$ cat src/assert_macros.svh
// ----------------------------------------------------------------------------
// Assertion macros
// Shared concurrent assertion forms, clocked on clk and disabled in reset.
// ----------------------------------------------------------------------------
`ifndef ASSERT_MACROS_SVH
`define ASSERT_MACROS_SVH

// Same-cycle implication.
`define ASSERT_IMP(lbl, ante, cons) \
  lbl: assert property (@(posedge clk) disable iff (!rst_n) (ante) |-> (cons)) \
    else $error("assertion failed");

// Next-cycle implication.
`define ASSERT_NXT(lbl, ante, cons) \
  lbl: assert property (@(posedge clk) disable iff (!rst_n) (ante) |=> (cons)) \
    else $error("assertion failed");

`endif

$ cat src/pkol_pkg.sv
// ----------------------------------------------------------------------------
// Occupancy ledger package
// Word types, command and status codes and default sizes.
// ----------------------------------------------------------------------------
`timescale 1ns / 1ps

package pkol_pkg;

  localparam int REG_COUNT        = 8;
  localparam int DEF_NUM_KINDS    = 8;
  localparam int DEF_MAX_CAPACITY = 1000000;
  localparam int DEF_REJECT_WIDTH = 32;

  localparam int CAP_W     = 20;
  localparam int CFG_IDX_W = 4;
  localparam int REJ_OUT_W = 32;

  localparam logic [1:0] CMD_ACQUIRE = 2'd0;
  localparam logic [1:0] CMD_RELEASE = 2'd1;

  localparam logic [2:0] ST_ACCEPTED  = 3'd0;
  localparam logic [2:0] ST_FULL      = 3'd1;
  localparam logic [2:0] ST_RELEASED  = 3'd2;
  localparam logic [2:0] ST_UNDERFLOW = 3'd3;
  localparam logic [2:0] ST_SNAPSHOT  = 3'd4;

  typedef struct packed {
    logic [1:0] cmd;
    logic [2:0] kind_index;
  } in_word_t;

  typedef struct packed {
    logic [2:0]           status;
    logic [CAP_W-1:0]     occupancy_out;
    logic [CAP_W-1:0]     capacity_out;
    logic [REJ_OUT_W-1:0] rejected_out;
  } out_word_t;

  typedef struct packed {
    logic                 we;
    logic [CFG_IDX_W-1:0] index;
    logic [CAP_W-1:0]     data;
  } cfg_wr_t;

  typedef struct packed {
    logic     en;
    in_word_t word;
  } bank_req_t;

endpackage

$ cat src/pkol_bank.sv
// ----------------------------------------------------------------------------
// Occupancy ledger counter bank
// Capacity, occupancy and rejection registers per kind, with the command
// decode that reads one kind and updates it in the same cycle.
// ----------------------------------------------------------------------------
`timescale 1ns / 1ps
`include "assert_macros.svh"

module pkol_bank import pkol_pkg::*; #(
  parameter int NUM_KINDS    = DEF_NUM_KINDS,
  parameter int MAX_CAPACITY = DEF_MAX_CAPACITY,
  parameter int REJECT_WIDTH = DEF_REJECT_WIDTH
) (
  input  logic      clk,
  input  logic      rst_n,
  input  cfg_wr_t   cfg,
  input  bank_req_t req,
  output out_word_t res
);

  localparam int KIND_W = (NUM_KINDS > 1) ? $clog2(NUM_KINDS) : 1;

  logic [CAP_W-1:0]        cap_r [NUM_KINDS];
  logic [CAP_W-1:0]        occ_r [NUM_KINDS];
  logic [REJECT_WIDTH-1:0] rej_r [NUM_KINDS];

  logic                    kind_ok;
  logic                    upd_en;
  logic [KIND_W-1:0]       kind_sel;
  logic [CAP_W-1:0]        occ_cur;
  logic [CAP_W-1:0]        cap_cur;
  logic [REJECT_WIDTH-1:0] rej_cur;
  logic [CAP_W-1:0]        occ_nxt;
  logic [REJECT_WIDTH-1:0] rej_nxt;
  logic [63:0]             rej_ext;
  logic [2:0]              status;
  logic                    cfg_ok;
  logic [KIND_W-1:0]       cfg_sel;

  assign kind_ok  = {1'b0, req.word.kind_index} < CFG_IDX_W'(NUM_KINDS);
  assign upd_en   = req.en && kind_ok;
  assign kind_sel = KIND_W'(req.word.kind_index);
  assign occ_cur  = occ_r[kind_sel];
  assign cap_cur  = cap_r[kind_sel];
  assign rej_cur  = rej_r[kind_sel];

  assign cfg_ok  = cfg.we && (cfg.index < CFG_IDX_W'(NUM_KINDS)) &&
                   (cfg.data != '0) && (cfg.data <= CAP_W'(MAX_CAPACITY));
  assign cfg_sel = KIND_W'(cfg.index);

  always_comb begin
    occ_nxt = occ_cur;
    rej_nxt = rej_cur;
    status  = ST_SNAPSHOT;
    unique case (req.word.cmd)
      CMD_ACQUIRE: begin
        if (occ_cur >= cap_cur) begin
          status = ST_FULL;
          if (rej_cur != '1) begin
            rej_nxt = rej_cur + 1'b1;
          end
        end else begin
          status  = ST_ACCEPTED;
          occ_nxt = occ_cur + 1'b1;
        end
      end
      CMD_RELEASE: begin
        if (occ_cur == '0) begin
          status = ST_UNDERFLOW;
        end else begin
          status  = ST_RELEASED;
          occ_nxt = occ_cur - 1'b1;
        end
      end
      default: begin
        status = ST_SNAPSHOT;
      end
    endcase
  end

  assign rej_ext = 64'(rej_nxt);

  always_comb begin
    res.status = status;
    if (kind_ok) begin
      res.occupancy_out = occ_nxt;
      res.capacity_out  = cap_cur;
      res.rejected_out  = rej_ext[REJ_OUT_W-1:0];
    end else begin
      unique case (req.word.cmd)
        CMD_ACQUIRE: res.status = ST_FULL;
        CMD_RELEASE: res.status = ST_UNDERFLOW;
        default:     res.status = ST_SNAPSHOT;
      endcase
      res.occupancy_out = '0;
      res.capacity_out  = '0;
      res.rejected_out  = '0;
    end
  end

  always_ff @(posedge clk) begin
    if (!rst_n) begin
      for (int i = 0; i < NUM_KINDS; i++) begin
        cap_r[i] <= CAP_W'(1);
        occ_r[i] <= '0;
        rej_r[i] <= '0;
      end
    end else begin
      if (cfg_ok) begin
        cap_r[cfg_sel] <= cfg.data;
      end
      if (upd_en) begin
        occ_r[kind_sel] <= occ_nxt;
        rej_r[kind_sel] <= rej_nxt;
      end
    end
  end

  `ASSERT_IMP(a_grant_in_range, upd_en && status == ST_ACCEPTED, occ_nxt != '0 && occ_nxt <= cap_cur)
  `ASSERT_IMP(a_underflow_empty, upd_en && status == ST_UNDERFLOW, occ_cur == '0)
  `ASSERT_NXT(a_reject_counted, upd_en && status == ST_FULL, rej_r[$past(kind_sel)] != '0)

endmodule

$ cat src/per_kind_occupancy_ledger.sv
// ----------------------------------------------------------------------------
// Per-kind occupancy ledger
// Bank of resource credit counters with acquire, release and snapshot words.
// ----------------------------------------------------------------------------
// Each input word passes through an input register, then decode and counter
// update in the bank, into the result register, so a word is taken every
// cycle while the output is not stalled by out_ready; the single
// read-modify-write of the flop-based counter bank lets back-to-back words
// to the same kind see each other's updates.
`timescale 1ns / 1ps
`include "assert_macros.svh"

module per_kind_occupancy_ledger import pkol_pkg::*; #(
  parameter int NUM_KINDS    = DEF_NUM_KINDS,
  parameter int MAX_CAPACITY = DEF_MAX_CAPACITY,
  parameter int REJECT_WIDTH = DEF_REJECT_WIDTH
) (
  input  logic                 clk,
  input  logic                 rst_n,
  input  logic                 in_valid,
  output logic                 in_ready,
  input  in_word_t             in_data,
  output logic                 out_valid,
  input  logic                 out_ready,
  output out_word_t            out_data,
  input  logic                 cfg_valid,
  output logic                 cfg_ready,
  input  logic [CFG_IDX_W-1:0] cfg_index,
  input  logic [CAP_W-1:0]     cfg_data
);

  logic      s1_valid_r;
  in_word_t  s1_word_r;
  logic      out_valid_r;
  out_word_t out_word_r;
  logic      advance;
  cfg_wr_t   cfg;
  bank_req_t req;
  out_word_t res;

  assign advance   = !out_valid_r || out_ready;
  assign in_ready  = !s1_valid_r || advance;
  assign cfg_ready = 1'b1;
  assign out_valid = out_valid_r;
  assign out_data  = out_word_r;

  assign cfg.we    = cfg_valid;
  assign cfg.index = cfg_index;
  assign cfg.data  = cfg_data;

  assign req.en   = s1_valid_r && advance;
  assign req.word = s1_word_r;

  pkol_bank #(
    .NUM_KINDS    (NUM_KINDS),
    .MAX_CAPACITY (MAX_CAPACITY),
    .REJECT_WIDTH (REJECT_WIDTH)
  ) u_bank (
    .clk   (clk),
    .rst_n (rst_n),
    .cfg   (cfg),
    .req   (req),
    .res   (res)
  );

  always_ff @(posedge clk) begin
    if (!rst_n) begin
      s1_valid_r  <= 1'b0;
      out_valid_r <= 1'b0;
    end else begin
      if (in_ready) begin
        s1_valid_r <= in_valid;
      end
      if (advance) begin
        out_valid_r <= s1_valid_r;
      end
    end
  end

  always_ff @(posedge clk) begin
    if (in_valid && in_ready) begin
      s1_word_r <= in_data;
    end
    if (req.en) begin
      out_word_r <= res;
    end
  end

  `ASSERT_NXT(a_update_gives_result, req.en, out_valid_r)

endmodule
$ cat config.mk
export PLATFORM = sky130hd
export DESIGN_NAME = per_kind_occupancy_ledger
export DESIGN_NICKNAME = d
export VERILOG_FILES = /design/src/pkol_pkg.sv /design/src/pkol_bank.sv /design/src/per_kind_occupancy_ledger.sv
export VERILOG_INCLUDE_DIRS = /design/src /design/src/src
export SDC_FILE = /design/constraint.sdc
export NUM_CORES = 1
export LEC_CHECK = 0
export BUFFER_PORTS_ARGS = -buffer_cell sky130_fd_sc_hd__buf_2
export CORE_MARGIN = 2
export CORE_UTILIZATION = 45
export CTS_CLUSTER_SIZE = 10
export DETAILED_ROUTE_END_ITERATION = 16
export PLACE_DENSITY_LB_ADDON = 0.12
export SYNTH_ARGS = -nofsm -noshare
export SYNTH_HDL_FRONTEND = slang
export SYNTH_SLANG_ARGS = --single-unit
$ cat constraint.sdc
create_clock -name clk -period 13.6 [get_ports clk]
set_input_delay 1.36 -clock clk [delete_from_list [all_inputs] [get_ports clk]]
set_output_delay 1.36 -clock clk [all_outputs]
set_load 0.01 [all_outputs]
### Yosys cells after proc, flatten, opt, wreduce, memory -nomap -nowiden

Memories as Yosys holds them, arrays and structs flattened. A register that Yosys moved wholly into a read port is not among the register bits.
Index checks and enable logic that the tools add are counted.

* add/subtract/negate cells: 3
* magnitude comparators: 3
* equal/unequal tests: 2
* muxes and demuxes: 28
* reduce and logical (&&, ||, !) cells: 15

Operators by type and width (count)
* 32-bit two-way mux: 4
* 20-bit two-way mux: 4
* 20-bit one-hot mux with 2 select lines: 1
* 20-bit OR reduction: 2
* 32-bit by 1-bit adder with 32-bit output, second input constant: 1
* 32-bit != test, second input constant: 1
* 32-bit OR reduction: 1
* 20-bit by 1-bit adder with 20-bit output, second input constant: 1
* 20-bit >= comparator: 1
* 20-bit <= comparator, second input constant: 1
* 20-bit logical NOT: 1
* 20-bit nonzero test: 1
* 20-bit by 1-bit subtractor with 20-bit output, second input constant: 1
* 3-bit two-way mux: 6
* 1-bit two-way mux: 12
* 3-bit one-hot mux with 2 select lines: 1
* 1-bit logical AND: 5
* 4-bit < comparator, second input constant: 1
* 2-bit by 1-bit equality test with 1-bit output, second input constant: 1
* 1-bit logical NOT: 2
* 2-bit logical NOT: 1
* 1-bit logical OR: 2

* bits in registers: 82
* bits in writable memories: 576
* input bits: 34
* output and inout port bits: 78
* word-level logic and storage cells: 62
* memories: 3

Memories
* u_bank.rej_r: depth 8, width 32, rd ports 1, clocked after Yosys merged registers in 1, wr ports 8, line pkol_bank.sv:25 `logic [REJECT_WIDTH-1:0] rej_r [NUM_KINDS];`
* u_bank.cap_r: depth 8, width 20, rd ports 1, clocked after Yosys merged registers in 1, wr ports 8, line pkol_bank.sv:23 `logic [CAP_W-1:0] cap_r [NUM_KINDS];`
* u_bank.occ_r: depth 8, width 20, rd ports 1, clocked after Yosys merged registers in 1, wr ports 8, line pkol_bank.sv:24 `logic [CAP_W-1:0] occ_r [NUM_KINDS];`

### Depth between registers and ports, before layout

Gate-level depths: netlist of run 1.

* depth after elaboration: 9
* gate-level depth with buffers: 21
* depth with buffers taken out: 12

### By module

Synthesis of run 1 repeated with hierarchy kept, for this count alone.

* cells, all modules: 2203
* area, all modules: 30270.3 sq um

Modules (own cells, without submodules)
* pkol_bank: times used 1, cells an instance 2112, area each 27752.9 sq um, sequential area each 17296.6 sq um
* per_kind_occupancy_ledger: times used 1, cells an instance 91, area each 2517.4 sq um, sequential area each 2442.3 sq um

### Least setup slack after synthesis of run 1

Ideal clock, no wire load.

* path kind: input-to-reg
* start: in out_ready
* end: mem u_bank.occ_r[2][0] (enable)
* library setup time: 0.411 ns
* arrival: 6.865 ns
* data required time: 13.189 ns
* setup slack: 6.324 ns
* stages on the path: 7
* path buffers: 1
* cell sequence: nor2b_1 -> nor2b_1 -> nand2_1 -> nor2_1 -> nand3b_1 -> clkbuf_1 -> nand2_1

RTL lines
* from (decl): line per_kind_occupancy_ledger.sv:24 `input logic out_ready,`
* to (decl): line pkol_bank.sv:24

==> qor.yml, run 1 <==
status: "finished clean"
cts_resized: 0
dr_total_vias: 18400
ys_seq_elements: 661
numClockSinks: 661
cp.required_ns: 13.92
cts-root-buf: "clkbuf_16"
syn2layout_area_growth_pct: 11.7
maxCapViolCount: 0
grt_antenna_before_repair: 0
post-route-period-util_pct: 54.3
grt_pass1_wl_mm: 125
worstSkewPairLatency_ns: 0.62
die_w_um: 265
power_density_mw_per_mm2: 141
hpwl_mm: 47.7
core_area_mm2: 0.0673
drc: 0
critical_path_class: "flop to flop"
final_antenna_net_count: 0
clkSlewWorstSetupHoldPaths_ns: 0.05
nets: 2315
crit_fanout: 39
synthCells: 2144
wl_mm: 83.6
grt_pass1_vias: 19300
ys.flop_type: "edfxtp_1"
ys_warn_count: 0
critPathCaptureType: "flop"
hold_viol_final: 0
final_cell_mix: "656 x edfxtp_1, 411 x nor2_1, 173 x and2_1"
fill_cells: 5729
synth_edf_count: 656
async_flop_share_pct: 0
wl_per_cell_um: 26.4
cts_made_buffers: 78
slew_viol_final: 0
num_rows: 95
timing.fmax_ghz: 0.135
die_height_um: 265
placed_cells: 3051
die-area_mm2: 0.0703
track_usage_pct: 24.1
via_per_inst: 5.81
cp.arrival_ns: 7.70
clockBufferDepth: 3
leakagePower_nw: 12.4
syn_nets: 2201
reg2reg_depth: 13
instances_no_fill: 3167
ys_types: 85
grt_max_degree: 58
rsz0062_at_grt: "no"
maxSlewHeadroom_pct: 28.2
drt_iter0_markers: 1633
min_path_cells: 1
place_congestion: 0.881
ios: 112
cp-start-kind: "flop"
min_path_type: "flop to flop"
initial_core_util_pct: 45.6
tightest_slew_ns: 1.08
ys_seq_area_share_pct: 64.6
period_needed_ns: 7.38
grt_overflow: 0
cts_max_level: 3
power.total_mw: 4.85
layout_commonest_cell: "edfxtp_1"
portBuffers: 110
syn_avg_cell_area_um2: 14.3
first_pass_iters: 5
cts_tree: "done"
cts_hold_buf: 0
antenna_cells: 0
ir_worst_vdd_uv: 78.0
drive_above_1_share_pct: 21.4
finalSetupViolCount: 0
finClkSkew_ns: 0.0208
syn-cell-area_mm2: 0.0307
hold_ws_ns: 0.525
postCtsSetupBuffers: 0
tns_ns: 0
per-layer routing:
| metal | global-route usage [%] | up-vias | wire, um |
|---|---|---|---|
| li1 | - | 8110 | - |
| met1 | 31.6 | 9504 | 34500 |
| met2 | 41.5 | 642 | 42100 |
| met3 | 3.23 | 160 | 4490 |
| met4 | 8.12 | 0 | 2590 |
| met5 | 0 | - | 0 |
cell type report:
class	instances	area, um2	share of cell area [%]
sequential	661	19800	57.8
multi-input combinational	1257	9860	28.8
clock buffer	105	2120	6.18
tap	873	1090	3.19
timing repair buffer	158	911	2.66
inverter	102	383	1.12
clock inverter	11	88.8	0.259
cells in the mapped netlist (12+ instances only):
master	instances	area [um2]
inv_1	94	353
a21oi_1	24	120
nor3_2	14	140
mux2i_1	43	430
xnor2_2	13	211
buf_6	12	135
nor2_1	412	1550
mux4_2	140	3150
clkbuf_1	75	282
nand2_1	96	360
nand3_1	26	130
nor4_1	14	87.6
edfxtp_1	656	19700
ha_1	23	288
nor3_1	43	215
nand4_1	19	119
and2_1	173	1080
xor2_1	12	105
nand2b_1	19	119
cell families after synthesis:
group	Yosys count	share of synthesized area [%]
AOI/OAI and AO/OA	110	2.73
buffers and inverters	226	3.54
muxes	201	12.5
DFF	661	64.6
xor gates and xnor gates	36	1.37
other	1	0.0122
and+or+nand+nor	886	14.3
adders and majority gates	23	0.938
flip-flops by register name, indices dropped and copies added, names as in the netlist, named ones only:
signal and count:
s1_valid_r 1, out_valid 1, u_bank.cap_r 160, req 5
u_bank.rej_r 256, out_data 75, u_bank.occ_r 160
worst max-delay path: stages (launching register included):
cell and delay, ns:
dfxtp_4 0.83, buf_4 0.66, buf_4 0.80, mux4_2 0.60
mux2i_1 0.35, inv_1 0.17, ha_1 0.33, nand2_1 0.10
or4_1 0.56, or4b_2 0.85, a21oi_2 0.75, nand3_1 0.21
xnor2_1 0.63, nor2_1 0.13
where the power goes:
| group | internal [mW] | switching [mW] |
|---|---|---|
| clock | 1.09 | 0.781 |
| sequential | 2.35 | 0.0384 |
| combinational | 0.195 | 0.388 |
final timing paths:
path	start	end	slack, ns
setup / recovery	flop	u_bank.rej_r[5][3]	6.22
hold / removal	s1_valid_r	out_valid	0.53
setup reg to reg	flop	u_bank.rej_r[5][3]	6.22
hold reg to reg	s1_valid_r	out_valid	0.53
metrics by stage:
step	util [%]	cell area (um2)	setup WS, ns
5_1_grt	50.9	34300	5.60
3_3_place_gp	47.7	32100	6.18
4_1_cts	50.9	34300	6.10
2_1_floorplan	-	30700	6.32
3_5_place_dp	47.7	32100	6.13
6_report	50.9	34300	6.22
Power figures use the tool's default switching activity.
==> run 2, diff against run 1 <==
==> constraint.sdc (replaced) <==
create_clock -name clk -period 6 [get_ports clk]
set_input_delay 0.6 -clock clk [delete_from_list [all_inputs] [get_ports clk]]
set_output_delay 0.6 -clock clk [all_outputs]
set_load 0.01 [all_outputs]
==> qor.yml, run 2 (synthesized netlist as in run 1, its figures left out) <==
clockBufferDepth: 3  # unchanged
cp_slowest_stage_delay_ns: 0.62  # -0.23 ns
grt_pass1_vias: 19400  # +0.64%
cp.arrival_ns: 5.96  # -1.74 ns
reg2reg_depth: 15  # +2
fin_area_mm2: 0.0345  # +0.66%
ios: 112  # unchanged
post-route-util_pct: 51.3  # +0.34 points
reg.largest.list: "u_bank.rej_r: 256 flops, u_bank.cap_r: 160 flops, u_bank.occ_r: 160 flops"
status: "finished clean"
pwr-share-clk_pct: 38.0  # -0.7 points
final_cell_mix: "656 x edfxtp_1, 411 x nor2_1, 173 x and2_1"
crit_fanout: 22  # -44%
timing.fmax_ghz: 0.177  # +31%
layout_commonest_cell: "edfxtp_1"
rsz0062_at_grt: "no"
multi_input_area_mm2: 0.00985  # -0.10%
hold_viol_final: 0  # unchanged
portBuffers: 110  # unchanged
internal_power_mw: 8.18  # +120%
cts_resized: 0  # unchanged
worstSkewPairLatency_ns: 0.62  # about the same
tightest_slew_ns: 1.01  # -0.0677 ns
grt_overflow: 0  # unchanged
cp.required_ns: 6.32  # -7.60 ns
post-route-period-util_pct: 94.0  # +40 points
grt_pass1_wl_mm: 124  # -0.28%
min_path_cells: 1  # unchanged
critPathCaptureType: "flop"
syn2layout_area_growth_pct: 12.5
cts-root-buf: "clkbuf_16"
place_congestion: 0.897  # +1.7%
placed_cells: 3091  # +1.3%
place_area_mm2: 0.0324  # +0.98%
finClkSkew_ns: 0.0281  # +0.00733 ns
top_register: "u_bank.rej_r"
maxSlewHeadroom_pct: 32.2  # +4.0 points
cts_made_buffers: 78  # unchanged
maxCapViolCount: 0  # unchanged
numClockSinks: 661  # unchanged
initial_core_util_pct: 45.6  # unchanged
wl_mm: 83.3  # -0.34%
grt_antenna_before_repair: 2  # +2
dr_total_vias: 18500  # +0.46%
cts_max_level: 3  # unchanged
fill_cells: 5777  # +0.84%
path_depth: 15  # +2
nets: 2355  # +1.7%
die_height_um: 265  # unchanged
power.total_mw: 10.9  # +130%
first_pass_iters: 5  # unchanged
drt_iter0_markers: 1628  # -0.31%
tns_ns: 0  # unchanged
hpwl_mm: 49.3  # +3.4%
p_sw_mw: 2.74  # +130%
largest_register_ffs: 256  # unchanged
slew_viol_final: 0  # unchanged
postCtsSetupBuffers: 0  # unchanged
cp_cell_sequence: "buf_12 -> buf_4 -> mux4_2 -> nand2_1 -> and2_1 -> ha_1 -> nand4_1 -> nor4_1 -> buf_4 -> a2111oi_0 -> nand3b_1 -> nor4b_1 -> mux2_2 -> a211oi_4 -> nor2_1"
instances_no_fill: 3192  # +0.79%
grt_max_degree: 55  # -5.2%
rrSetupSlack_ns: 0.36  # -5.86 ns
die_w_um: 265  # unchanged
cts_tree: "done"
wl_per_cell_um: 26.1  # -1.1%
leakagePower_nw: 12.6  # +1.3%
switching_share_pct: 25.1  # +0.13 points
antenna_cells: 0  # unchanged
ir_worst_vdd_uv: 198  # +150%
combPwrFrac_pct: 12.4  # +0.4 points
min_path_type: "primary input to flop"
slowest_stage: "dfxtp_4"
drc: 0  # unchanged
cp-start-kind: "flop"
die-area_mm2: 0.0703  # unchanged
cp.buffers_inverters: 3  # unchanged
regArea_mm2: 0.0198  # unchanged
cts_hold_buf: 0  # unchanged
via_per_inst: 5.80  # -0.33%
critical_path_class: "flop to flop"
critPathMostFrequentCell: "buf_4"
core_area_mm2: 0.0673  # unchanged
crit_family: "simple AND/OR/NAND/NOR gates"
track_usage_pct: 24.1  # about the same
num_rows: 95  # unchanged
period_needed_ns: 5.64  # -1.74 ns
drive_above_1_share_pct: 22.9  # +1.5 points
finalSetupViolCount: 0  # unchanged
power_density_mw_per_mm2: 316  # +120%
power.share.sequential_pct: 49.6  # +0.3 points
clkSlewWorstSetupHoldPaths_ns: 0.06  # about the same
final_antenna_net_count: 0  # unchanged
[run 2: cell types whose count changed in the layout (fill, tap and decap cells not counted), sizes merged]
cell    before  now
buf        158  198
clkbuf     105   91
bufinv       1    0
[run 2: per-layer routing]
| metal | part of all wire, % | global-route usage [%] |
|---|---|---|
| met5 | 0.018 | 0 |
| met2 | 51 | 42.5 |
| met4 | 3.2 | 8.23 |
| met1 | 40 | 30.2 |
| met3 | 5.9 | 3.93 |
[run 2: metrics by stage]
step | setup slack (ns) | hold WS (ns)
final | 0.359 | 0.182
after global routing | 0.0425 | 0.168
after CTS | 0.381 | 0.147
after detailed placement | 0.407 | 0.519
after global placement | 0.409 | 0.501
after floorplan | 0.389 | 0.476
[run 2: power by group through the flow]
stage | combinational (mW) | sequential, mW | clock [mW]
after detailed placement | 1.36 | 5.51 | 0
final | 1.36 | 5.41 | 4.15
after CTS | 1.36 | 5.42 | 4.23
after global routing | 1.47 | 5.43 | 4.40
after floorplan | 0.907 | 5.48 | 0
after global placement | 1.35 | 5.50 | 0
[run 2: worst paths after layout]
check	end	start
worst min register to register	out_valid	s1_valid_r
worst min-delay path	req[1]	in_data[1]
worst max register to register	u_bank.occ_r[1][10]	flop
worst max-delay path	u_bank.occ_r[1][10]	flop
[run 2: layout make-up]
| cell class | count | area share [%] |
|---|---|---|
| clock inverter | 10 | 0.214 |
| sequential | 661 | 57.4 |
| timing repair buffer | 198 | 3.58 |
| tap | 873 | 3.17 |
| inverter | 102 | 1.11 |
| clock buffer | 91 | 5.92 |
| multi-input combinational | 1257 | 28.6 |
